<file path="config.mk">
export PLATFORM = sky130hd
export DESIGN_NAME = scol_front
export DESIGN_NICKNAME = d
export VERILOG_FILES = /design/src/hdl/scol_pkg.sv /design/src/hdl/scol_front.sv
export SDC_FILE = /design/constraint.sdc
export NUM_CORES = 1
export LEC_CHECK = 0
export ABC_AREA = 1
export BUFFER_PORTS_ARGS = -buffer_cell sky130_fd_sc_hd__buf_2
export CAP_MARGIN = 40
export CORE_ASPECT_RATIO = 0.8
export CORE_UTILIZATION = 64
export CTS_CLUSTER_SIZE = 8
export DETAILED_ROUTE_END_ITERATION = 8
export GPL_ROUTABILITY_DRIVEN = 1
export GPL_TIMING_DRIVEN = 0
export MAX_ROUTING_LAYER = met4
export PLACE_DENSITY = 0.95
export SLEW_MARGIN = 20
export SYNTH_ARGS = -nofsm -noshare
export SYNTH_HDL_FRONTEND = slang
export SYNTH_SLANG_ARGS = --single-unit
export TNS_END_PERCENT = 1
</file>
<file path="constraint.sdc">
create_clock -name clk -period 6.6 [get_ports clk]
set_input_delay 0.33 -clock clk [delete_from_list [all_inputs] [get_ports clk]]
set_output_delay 0.33 -clock clk [all_outputs]
set_load 0.01 [all_outputs]
</file>
<file path="src/hdl/scol_pkg.sv">
// Shared constants, codes and stage payload types for the shape collision tester.
package scol_pkg;

  // Coordinate width; centers are signed, extents unsigned, same fixed point.
  localparam int COORD_BITS = 24;

  localparam int DIFF_W = COORD_BITS + 1;      // center difference, signed
  localparam int SPAN_W = COORD_BITS + 2;      // sum of two doubled half-spans
  localparam int RS_W   = COORD_BITS + 1;      // radius sum
  localparam int SQ_W   = 2 * COORD_BITS;      // one squared axis distance
  localparam int DIST_W = 2 * COORD_BITS + 2;  // sum of three squares
  localparam int RSQ_W  = 2 * RS_W;            // squared radius sum
  localparam int CMP_W  = DIFF_W + 2;          // signed compare of 2*d against span sum

  typedef enum logic {
    OP_LOAD = 1'b0,
    OP_TEST = 1'b1
  } op_t;

  typedef enum logic {
    KIND_SPHERE = 1'b0,
    KIND_BOX    = 1'b1
  } kind_t;

  typedef struct packed {
    logic                        sphere;
    logic [RS_W-1:0]             rs;
    logic [2:0][DIFF_W-1:0]      diff;
    logic [2:0][SPAN_W-1:0]      span_sum;
  } front_t;

  typedef struct packed {
    logic                        sphere;
    logic                        box_ok;
    logic [2:0][SQ_W-1:0]        sq;
    logic [RSQ_W-1:0]            rsq;
  } mult_t;

  typedef struct packed {
    logic                        sphere;
    logic                        box_ok;
    logic [DIST_W-1:0]           dist_sq;
    logic [RSQ_W-1:0]            rsq;
  } sum_t;

endpackage

</file>
<file path="src/hdl/scol_front.sv">
// Reference shape store and first stage: center differences, span sums, radius sum.
module scol_front (
  input  logic                                  clk,
  input  logic                                  rst,
  input  logic                                  in_valid,
  input  logic                                  op,
  input  logic                                  kind,
  input  logic signed [scol_pkg::COORD_BITS-1:0] center_x,
  input  logic signed [scol_pkg::COORD_BITS-1:0] center_y,
  input  logic signed [scol_pkg::COORD_BITS-1:0] center_z,
  input  logic        [scol_pkg::COORD_BITS-1:0] extent_x,
  input  logic        [scol_pkg::COORD_BITS-1:0] extent_y,
  input  logic        [scol_pkg::COORD_BITS-1:0] extent_z,
  input  logic                                  down_ready,
  output logic                                  ready,
  output logic                                  valid,
  output scol_pkg::front_t                      data
);
  import scol_pkg::*;

  logic                         ref_kind;
  logic signed [COORD_BITS-1:0] ref_center [3];
  logic        [COORD_BITS-1:0] ref_extent [3];
  logic signed [COORD_BITS-1:0] cen [3];
  logic        [COORD_BITS-1:0] ext [3];
  front_t                       data_next;
  logic                         take;
  logic                         load;

  assign cen[0] = center_x;
  assign cen[1] = center_y;
  assign cen[2] = center_z;
  assign ext[0] = extent_x;
  assign ext[1] = extent_y;
  assign ext[2] = extent_z;

  assign ready = !valid || down_ready;
  assign take  = in_valid && ready;
  assign load  = take && (op == OP_LOAD);

  always_comb begin
    logic [COORD_BITS:0] sa;
    logic [COORD_BITS:0] sb;
    data_next.sphere = (kind == KIND_SPHERE) && (ref_kind == KIND_SPHERE);
    data_next.rs     = RS_W'(ext[0]) + RS_W'(ref_extent[0]);
    for (int ax = 0; ax < 3; ax++) begin
      // doubled half-span: 2r for a sphere, full extent for a box
      sa = (kind == KIND_SPHERE) ? {ext[0], 1'b0} : {1'b0, ext[ax]};
      sb = (ref_kind == KIND_SPHERE) ? {ref_extent[0], 1'b0} : {1'b0, ref_extent[ax]};
      data_next.span_sum[ax] = SPAN_W'(sa) + SPAN_W'(sb);
      data_next.diff[ax]     = DIFF_W'(cen[ax]) - DIFF_W'(ref_center[ax]);
    end
  end

  always_ff @(posedge clk) begin
    if (rst) begin
      valid    <= 1'b0;
      ref_kind <= KIND_SPHERE;
      for (int i = 0; i < 3; i++) begin
        ref_center[i] <= '0;
        ref_extent[i] <= '0;
      end
    end else begin
      if (ready) begin
        valid <= in_valid && (op == OP_TEST);
      end
      if (load) begin
        ref_kind <= kind;
        for (int i = 0; i < 3; i++) begin
          ref_center[i] <= cen[i];
          ref_extent[i] <= ext[i];
        end
      end
    end
  end

  always_ff @(posedge clk) begin
    if (ready) begin
      data <= data_next;
    end
  end

  // A load stores its kind and never starts a result.
  a_load_kind: assert property (@(posedge clk) disable iff (rst)
    load |=> ref_kind == $past(kind))
    else $error("reference kind not stored on load");

  a_load_no_result: assert property (@(posedge clk) disable iff (rst)
    load |=> !valid)
    else $error("load request started a result");

endmodule

</file>
==> flow_summary.toml, run 1 <==
[outcome]
status = "complete, no violations"

[critical_path]
critical_path.reg2reg.endpoint = "data[72]"
r2r_slack_ns = 3.06
critical_path.reg2reg.startpoint = "ref_kind"
timing.critical_path.from_type = "flip-flop"
crit_type = "reg -> reg"
critical_path_peak_fanout = 10
timing.critical_path.required_ns = 6.91
cp_data_arrival_time_ns = 3.84
worst_path_largest_cell_delay_ns = 0.66
critical-path-top-delay-family = "buffers and inverters"
cp_cell_sequence = "clkbuf_1 -> buf_2 -> nand2_1 -> inv_1 -> ha_1 -> inv_1 -> fa_1 -> inv_1 -> nand2_1 -> nand2_1 -> and2_1 -> nand3b_1 -> nand4_1 -> nand2_1"
timing.critical_path.buf_inv = 5
r2r_cells = 14
crit_path_capture_type = "flip-flop"
critPathMostFrequentCell = "nand2_1"
library_cell_contributing_the_largest_single_delay_on_the_critical_path = "clkbuf_1"

[clock_tree]
cts-root-buf = "clkbuf_16"
path_clk_slew_ns = 0.06
post_cts_buffers = 0
cts-htree-levels = 2
cts-root-to-sink-buffers = 3
cts_made_buffers = 46
numClockSinks = 325
worst_skew_pair.late_latency_ns = 0.58
tritoncts = "done"

[floorplan]
floorplan.initialDensity_pct = 65.45
core-area_sq_um = 38600
die_y_um = 179.7
fp-row-count = 64
io-pin-count = 331
area_enclosed_by_the_die_boundary_sq_um = 40280
fp.dieW_um = 224.1

[synth]
syn_area_sq_um = 25260
synth_top_flop_cell = "edfxtp_1"
synth_async_sr_flop_share_pct = 0
synth_largest_area_cell = "edfxtp_1"
postSynthAreaPerCell_sq_um = 6.863
number_of_flops_mapped_to_enable_cells_by_yosys = 323
seq_area_frac_synth_pct = 38.55
netlist_instances = 3681
synthesis.nets = 4007
postSynthRegisterBits = 325
netlist_top_cells_area = "edfxtp_1 38%, nand2_1 21%, inv_1 13%"
synth_top_cell_area_share_pct = 38.39
synth.lib_cells_used.distinct = 32
synthesis.yosys.warnings = 0

[power_and_ir_drop]
power.switching_fraction_pct = 34.94
power_switching_uw = 2538
power.share.sequential_pct = 38.6
power.static_leakage_uw = 0.01658
max_vdd_drop_uv = 236.4
pwr-share-comb_pct = 31.8
power_per_cell_area_nw_per_um2 = 250.6
clock_power_share_pct = 29.6
power.internal_uw = 4725

[global_routing]
grt.overflow.total = 0
globalRouteTotalUtil_pct = 39.75
antenna_found_initial = 4
grt_start_max_net_pins = 74
via_count_of_the_first_global_routing_pass = 22629
grt_first_pass_wirelength_mm = 120.3

[timing]
worst_slew_pin_slew_ns = 0.8761
setup_violations = 0
setup_repair_after_global_routing_missed_its_margin = "false"
part_of_the_cycle_the_worst_path_needs_pct = 53.56
final_count_of_pins_violating_max_slew = 0
setup_total_negative_slack_ns = 0
max-slew-margin-rel_pct = 41.60
fin_crit_ns = 3.535
max_freq_mhz = 282.9
report.final.hold_viol_count = 0
final.setup_skew_ns = 0.02299

[place]
port_buffers = 329
placed_area_sq_um = 27720
hpwl_mm = 62.04
finalWeightedCongestion = 1.002

[routing]
route.detailed.vias_per_inst = 5.343
residual_drc_count = 0
postRouteWirelength_mm = 78.05
routedWlPerCell_um = 16.94
drt_iter0_drc = 3186
drt_first_pass_iters = 9
antenna_violating_nets_post_route = 0
vias = 24613

[cells_and_area]
flow.area_growth_from_synthesis_pct = 14.73
design_area_sq_um = 28980
layout-drive-gt1-share_pct = 11.58
fin_nets = 4390

[worst_hold_path]
timing.hold.worst_path_depth = 3
worst_hold_startpoint = "in_valid"
hold-path-endpoint = "valid"
hold_path_class = "in -> reg"

[flow_run]
cap_violations = 0
[what timing repair did]
action,4_1_cts,5_1_grt
hold buffers,1,0
resized for setup,0,0
endpoints found under the hold margin,1,0
[worst reg2reg max path, cell delays in order, from the launching register on]
cell	delay (ns)
dfxtp_1	0.33
clkbuf_1	0.66
buf_2	0.48
nand2_1	0.10
inv_1	0.08
ha_1	0.24
inv_1	0.09
fa_1	0.45
inv_1	0.13
nand2_1	0.07
nand2_1	0.09
and2_1	0.24
nand3b_1	0.13
nand4_1	0.11
nand2_1	0.07
[power groups by stage]
| stage | Clock [uW] | Sequential [uW] | Combinational [uW] |
|---|---|---|---|
| after global placement | 0 | 2830 | 2180 |
| final | 2150 | 2800 | 2310 |
| after CTS | 2150 | 2800 | 2260 |
| after floorplan | 0 | 2990 | 1240 |
| after global routing | 2230 | 2830 | 2520 |
| after detailed placement | 0 | 2840 | 2230 |
[through the flow]
| stage | hold slack [ns] | instances | power (uW) | util, % | worst slack [ns] |
|---|---|---|---|---|---|
| after detailed placement | 0.5277 | 4543 | 5066 | 71.81 | 3.280 |
| after global routing | 0.02883 | 4607 | 7579 | 75.09 | 2.988 |
| after global placement | 0.5118 | 4538 | 5019 | 71.43 | 0.3846 |
| after CTS | 0.01757 | 4603 | 7213 | 75.07 | 3.260 |
| final | 0.02514 | 4607 | 7263 | 75.09 | 3.065 |
| after floorplan | 0.3991 | 3681 | 4230 | - | 2.120 |
[flip-flops by register name, indices dropped and copies added, names as in the netlist]
name,cells
data,179
ref_center,72
ref_extent,72
ref_kind,1
valid,1
[synthesized netlist by cell type, types with 9 or more instances]
master,number
nand2_1,1404
nand2_2,14
nand3b_1,11
buf_2,15
xor2_1,82
and2_1,9
nand4_1,42
o21ai_0,67
nor2_2,36
inv_1,847
nand3_1,137
xnor2_1,10
edfxtp_1,323
clkbuf_1,14
nor3_1,16
nor2_1,335
a21oi_1,102
ha_1,169
[cell families (layout without fill, tap and decap cells)]
group                      after synthesis  in the layout  share of synthesized area (%)
AOI/OAI and AO/OA                      173            173                          3.462
DFF                                    325            325                          38.55
other                                    0              4                              0
buffers and inverters                  888           1282                          13.48
xor gates and xnor gates                92             92                          3.190
adders and majority gates              176            176                          8.925
and+or+nand+nor                       2027           2027                          32.40
[worst max-delay path by stage]
stage                           from  endpoint  slack [ns]  cells past startpoint
final                       ref_kind  data[72]        3.06                     14
after global routing        ref_kind  data[72]        2.99                     14
after CTS                   ref_kind  data[72]        3.26                     14
after detailed placement    ref_kind  data[72]        3.28                     14
after global placement    down_ready     ready        0.38                      4
after floorplan                valid   data[0]        2.12                      3
[routing by layer]
metal / up-vias / global-route usage, % / wire, um
li1: 11973 / - / -
met1: 10940 / 54.52 / 32800
met2: 1466 / 58.51 / 32520
met3: 234 / 7.862 / 9553
met4: 0 / 14.25 / 3179
met5: - / - / 0
[layout make-up]
type | count | area [sq um]
antenna | 4 | 10.01
fill | 3052 | 9613
buffer | 37 | 210.2
clock inverter | 2 | 32.53
clock buffer | 57 | 1214
timing repair buffer | 335 | 1794
multi-input combinational | 2468 | 12120
sequential | 325 | 9739
tap | 528 | 660.6
inverter | 851 | 3202
[placed cells by master (no fill, tap or decap), types with 36 or more instances in the layout]
cell type | netlist | layout
nor2_2 | 36 | 36
ha_1 | 169 | 169
buf_2 | 15 | 344
o21ai_0 | 67 | 67
edfxtp_1 | 323 | 323
clkbuf_16 | 0 | 47
nand3_1 | 137 | 137
nand2_1 | 1404 | 1404
xor2_1 | 82 | 82
inv_1 | 847 | 846
nand4_1 | 42 | 42
nor2_1 | 335 | 335
a21oi_1 | 102 | 102
No activity file was read; power rests on OpenSTA's default activity.
==> run 2: changes to the inputs <==
CORE_UTILIZATION = 54   (was 64)
PLACE_DENSITY = 0.87   (was 0.95)
clock period = 3.1 ns   (was 6.6 ns; I/O delays follow)
==> run 2 against run 1 <==
Effect of this change:
- clock-buffer cell count up 9
- power up 120%
- sequential power up 110%
- register-to-register slack worse by 2.8 ns
- via count up 1.2%
- clock power up 130%
- final cell count up 5.3%
- final area up 5.8%
- critical path type unchanged
- critical endpoint is now data[75]
- largest cell class unchanged
==> flow_summary.toml, run 2 (synthesis gave the netlist of run 1 again) <==
[outcome]
status = "complete, no violations"

[cells_and_area]
layout-drive-gt1-share_pct = 11.38
most_frequent_standard_cell_in_the_layout_excluding_fill_and_tap_cells = "nand2_1"
top_regs = "data: 179 flops, ref_center: 72 flops, ref_extent: 72 flops"
commonest_cells_after_routing_fill_and_taps_aside = "1404 x nand2_1, 846 x inv_1, 343 x buf_2, 334 x nor2_1, 323 x edfxtp_1"
final_cells = 4849
largest_register_ff_count = 179
flow.area_growth_from_synthesis_pct = 21.35
utilization_pct = 66.80
fin_nets = 4538
top_register = "data"

[global_routing]
grt_start_max_net_pins = 56
globalRouteTotalUtil_pct = 35.33
via_count_of_the_first_global_routing_pass = 23592
grt.overflow.total = 0
antenna_found_initial = 2
grt_first_pass_wirelength_mm = 127.0

[clock_tree]
path_clk_slew_ns = 0.06
worst_skew_pair.late_latency_ns = 0.59
numClockSinks = 325
post_cts_buffers = 0
cts-root-buf = "clkbuf_16"
cts-htree-levels = 2
cts_made_buffers = 47
tritoncts = "done"
cts-root-to-sink-buffers = 3

[critical_path]
critical_path_peak_fanout = 10
critPathMostFrequentCell = "nand2_1"
crit_type = "reg -> reg"
library_cell_contributing_the_largest_single_delay_on_the_critical_path = "clkbuf_1"
timing.critical_path.from_type = "flip-flop"
cp_cell_sequence = "inv_1 -> clkbuf_1 -> nand2_1 -> nand2_1 -> ha_1 -> nand2_1 -> nor2_1 -> nand2_1 -> nor2_1 -> nand2_1 -> nand4_1 -> nand2_1"
crit_path_capture_type = "flip-flop"
critical-path-top-delay-family = "simple AND/OR/NAND/NOR gates"
critical_path.reg2reg.startpoint = "ref_kind"
worst_path_largest_cell_delay_ns = 0.38
crit_path_start = "ref_kind"
timing.critical_path.required_ns = 3.42
timing.critical_path.buf_inv = 2
cp_data_arrival_time_ns = 3.19

[routing]
drt_first_pass_iters = 6
route.detailed.vias_per_inst = 5.138
vias = 24915
drt_iter0_drc = 2562
postRouteWirelength_mm = 81.46
residual_drc_count = 0
antenna_violating_nets_post_route = 0
routedWlPerCell_um = 16.80

[floorplan]
die_y_um = 195.5
floorplan.initialDensity_pct = 55.05
area_enclosed_by_the_die_boundary_sq_um = 47660
core-area_sq_um = 45890
io-pin-count = 331
fp.dieW_um = 243.8
fp-row-count = 70

[place]
finalWeightedCongestion = 0.9965
port_buffers = 329
hpwl_mm = 62.28
dp.cells = 4630

[timing]
max-slew-margin-rel_pct = 58.95
final_count_of_pins_violating_max_slew = 0
report.final.hold_viol_count = 0
max_freq_mhz = 348.2
final.setup_skew_ns = 0.02638
setup_violations = 0
worst_slew_pin_slew_ns = 0.6158
part_of_the_cycle_the_worst_path_needs_pct = 92.64
setup_total_negative_slack_ns = 0
fin_crit_ns = 2.872
setup_repair_after_global_routing_missed_its_margin = "true"

[flow_run]
cap_violations = 0

[worst_hold_path]
hold_path_class = "in -> reg"
worst_hold_startpoint = "kind"

[power_and_ir_drop]
power_per_cell_area_nw_per_um2 = 517.4
power.static_leakage_uw = 0.01724
max_vdd_drop_uv = 422.0
run 2: changes by cell type in the layout (fill, tap and decap cells not counted), moves of 4 or more:
cell	delta
buf_12	+7
buf_16	-4
clkbuf_1	+6
dlygate4sd3_1	+144
run 2: what timing repair did:
item / in CTS / in global routing
endpoints found under the setup margin: 19 / 6
hold endpoints to repair: 148 / 0
hold buffers: 145 / 0
gates cloned: 0 / 0
gates resized for setup: 1 / 6
run 2: routing by layer:
metal	wire, um	up-vias	GRT usage, %	part of all wire [%]
li1	-	12276	-	-
met1	34910	11153	47.55	43
met2	35040	1285	53.56	43
met3	8534	201	6.405	10
met4	2980	0	12.15	3.7
met5	0	-	-	0
run 2: final cells by class:
type / instances / area [sq um]
Inverter: 851 / 3198
Timing Repair Buffer: 482 / 3266
Clock buffer: 66 / 1269
Clock inverter: 5 / 63.81
Fill cell: 3893 / 15240
Tap cell: 612 / 765.7
Antenna cell: 3 / 7.507
Sequential cell: 325 / 9741
Buffer: 37 / 217.7
Multi-Input combinational cell: 2468 / 12130
run 2: worst paths after layout:
| kind | to | slack (ns) | cells after the start |
|---|---|---|---|
| worst max register to register | data[75] | 0.23 | 12 |
| worst max-delay path | data[75] | 0.23 | 12 |
| worst min register to register | data[52] | 0.64 | 3 |
| worst min-delay path | data[178] | 0.03 | 2 |
run 2: power breakdown:
group          total, uW  switching [uW]  internal (uW)
registers           5950             210           5740
clock network       4850            1970           2880
logic               5060            3320           1740
run 2: through the flow:
step | hold WS, ns | total power (uW) | instance area, sq um | worst slack, ns
CTS | 0.01768 | 15760 | 30640 | 0.09058
global placement | 0.3295 | 10710 | 27690 | -1.725
global route | 0.03819 | 16610 | 30650 | -0.002431
detailed placement | 0.3403 | 10780 | 27860 | -0.1793
floorplan | 0.2167 | 9002 | 25280 | -0.5172
finish | 0.03440 | 15860 | 30660 | 0.2281
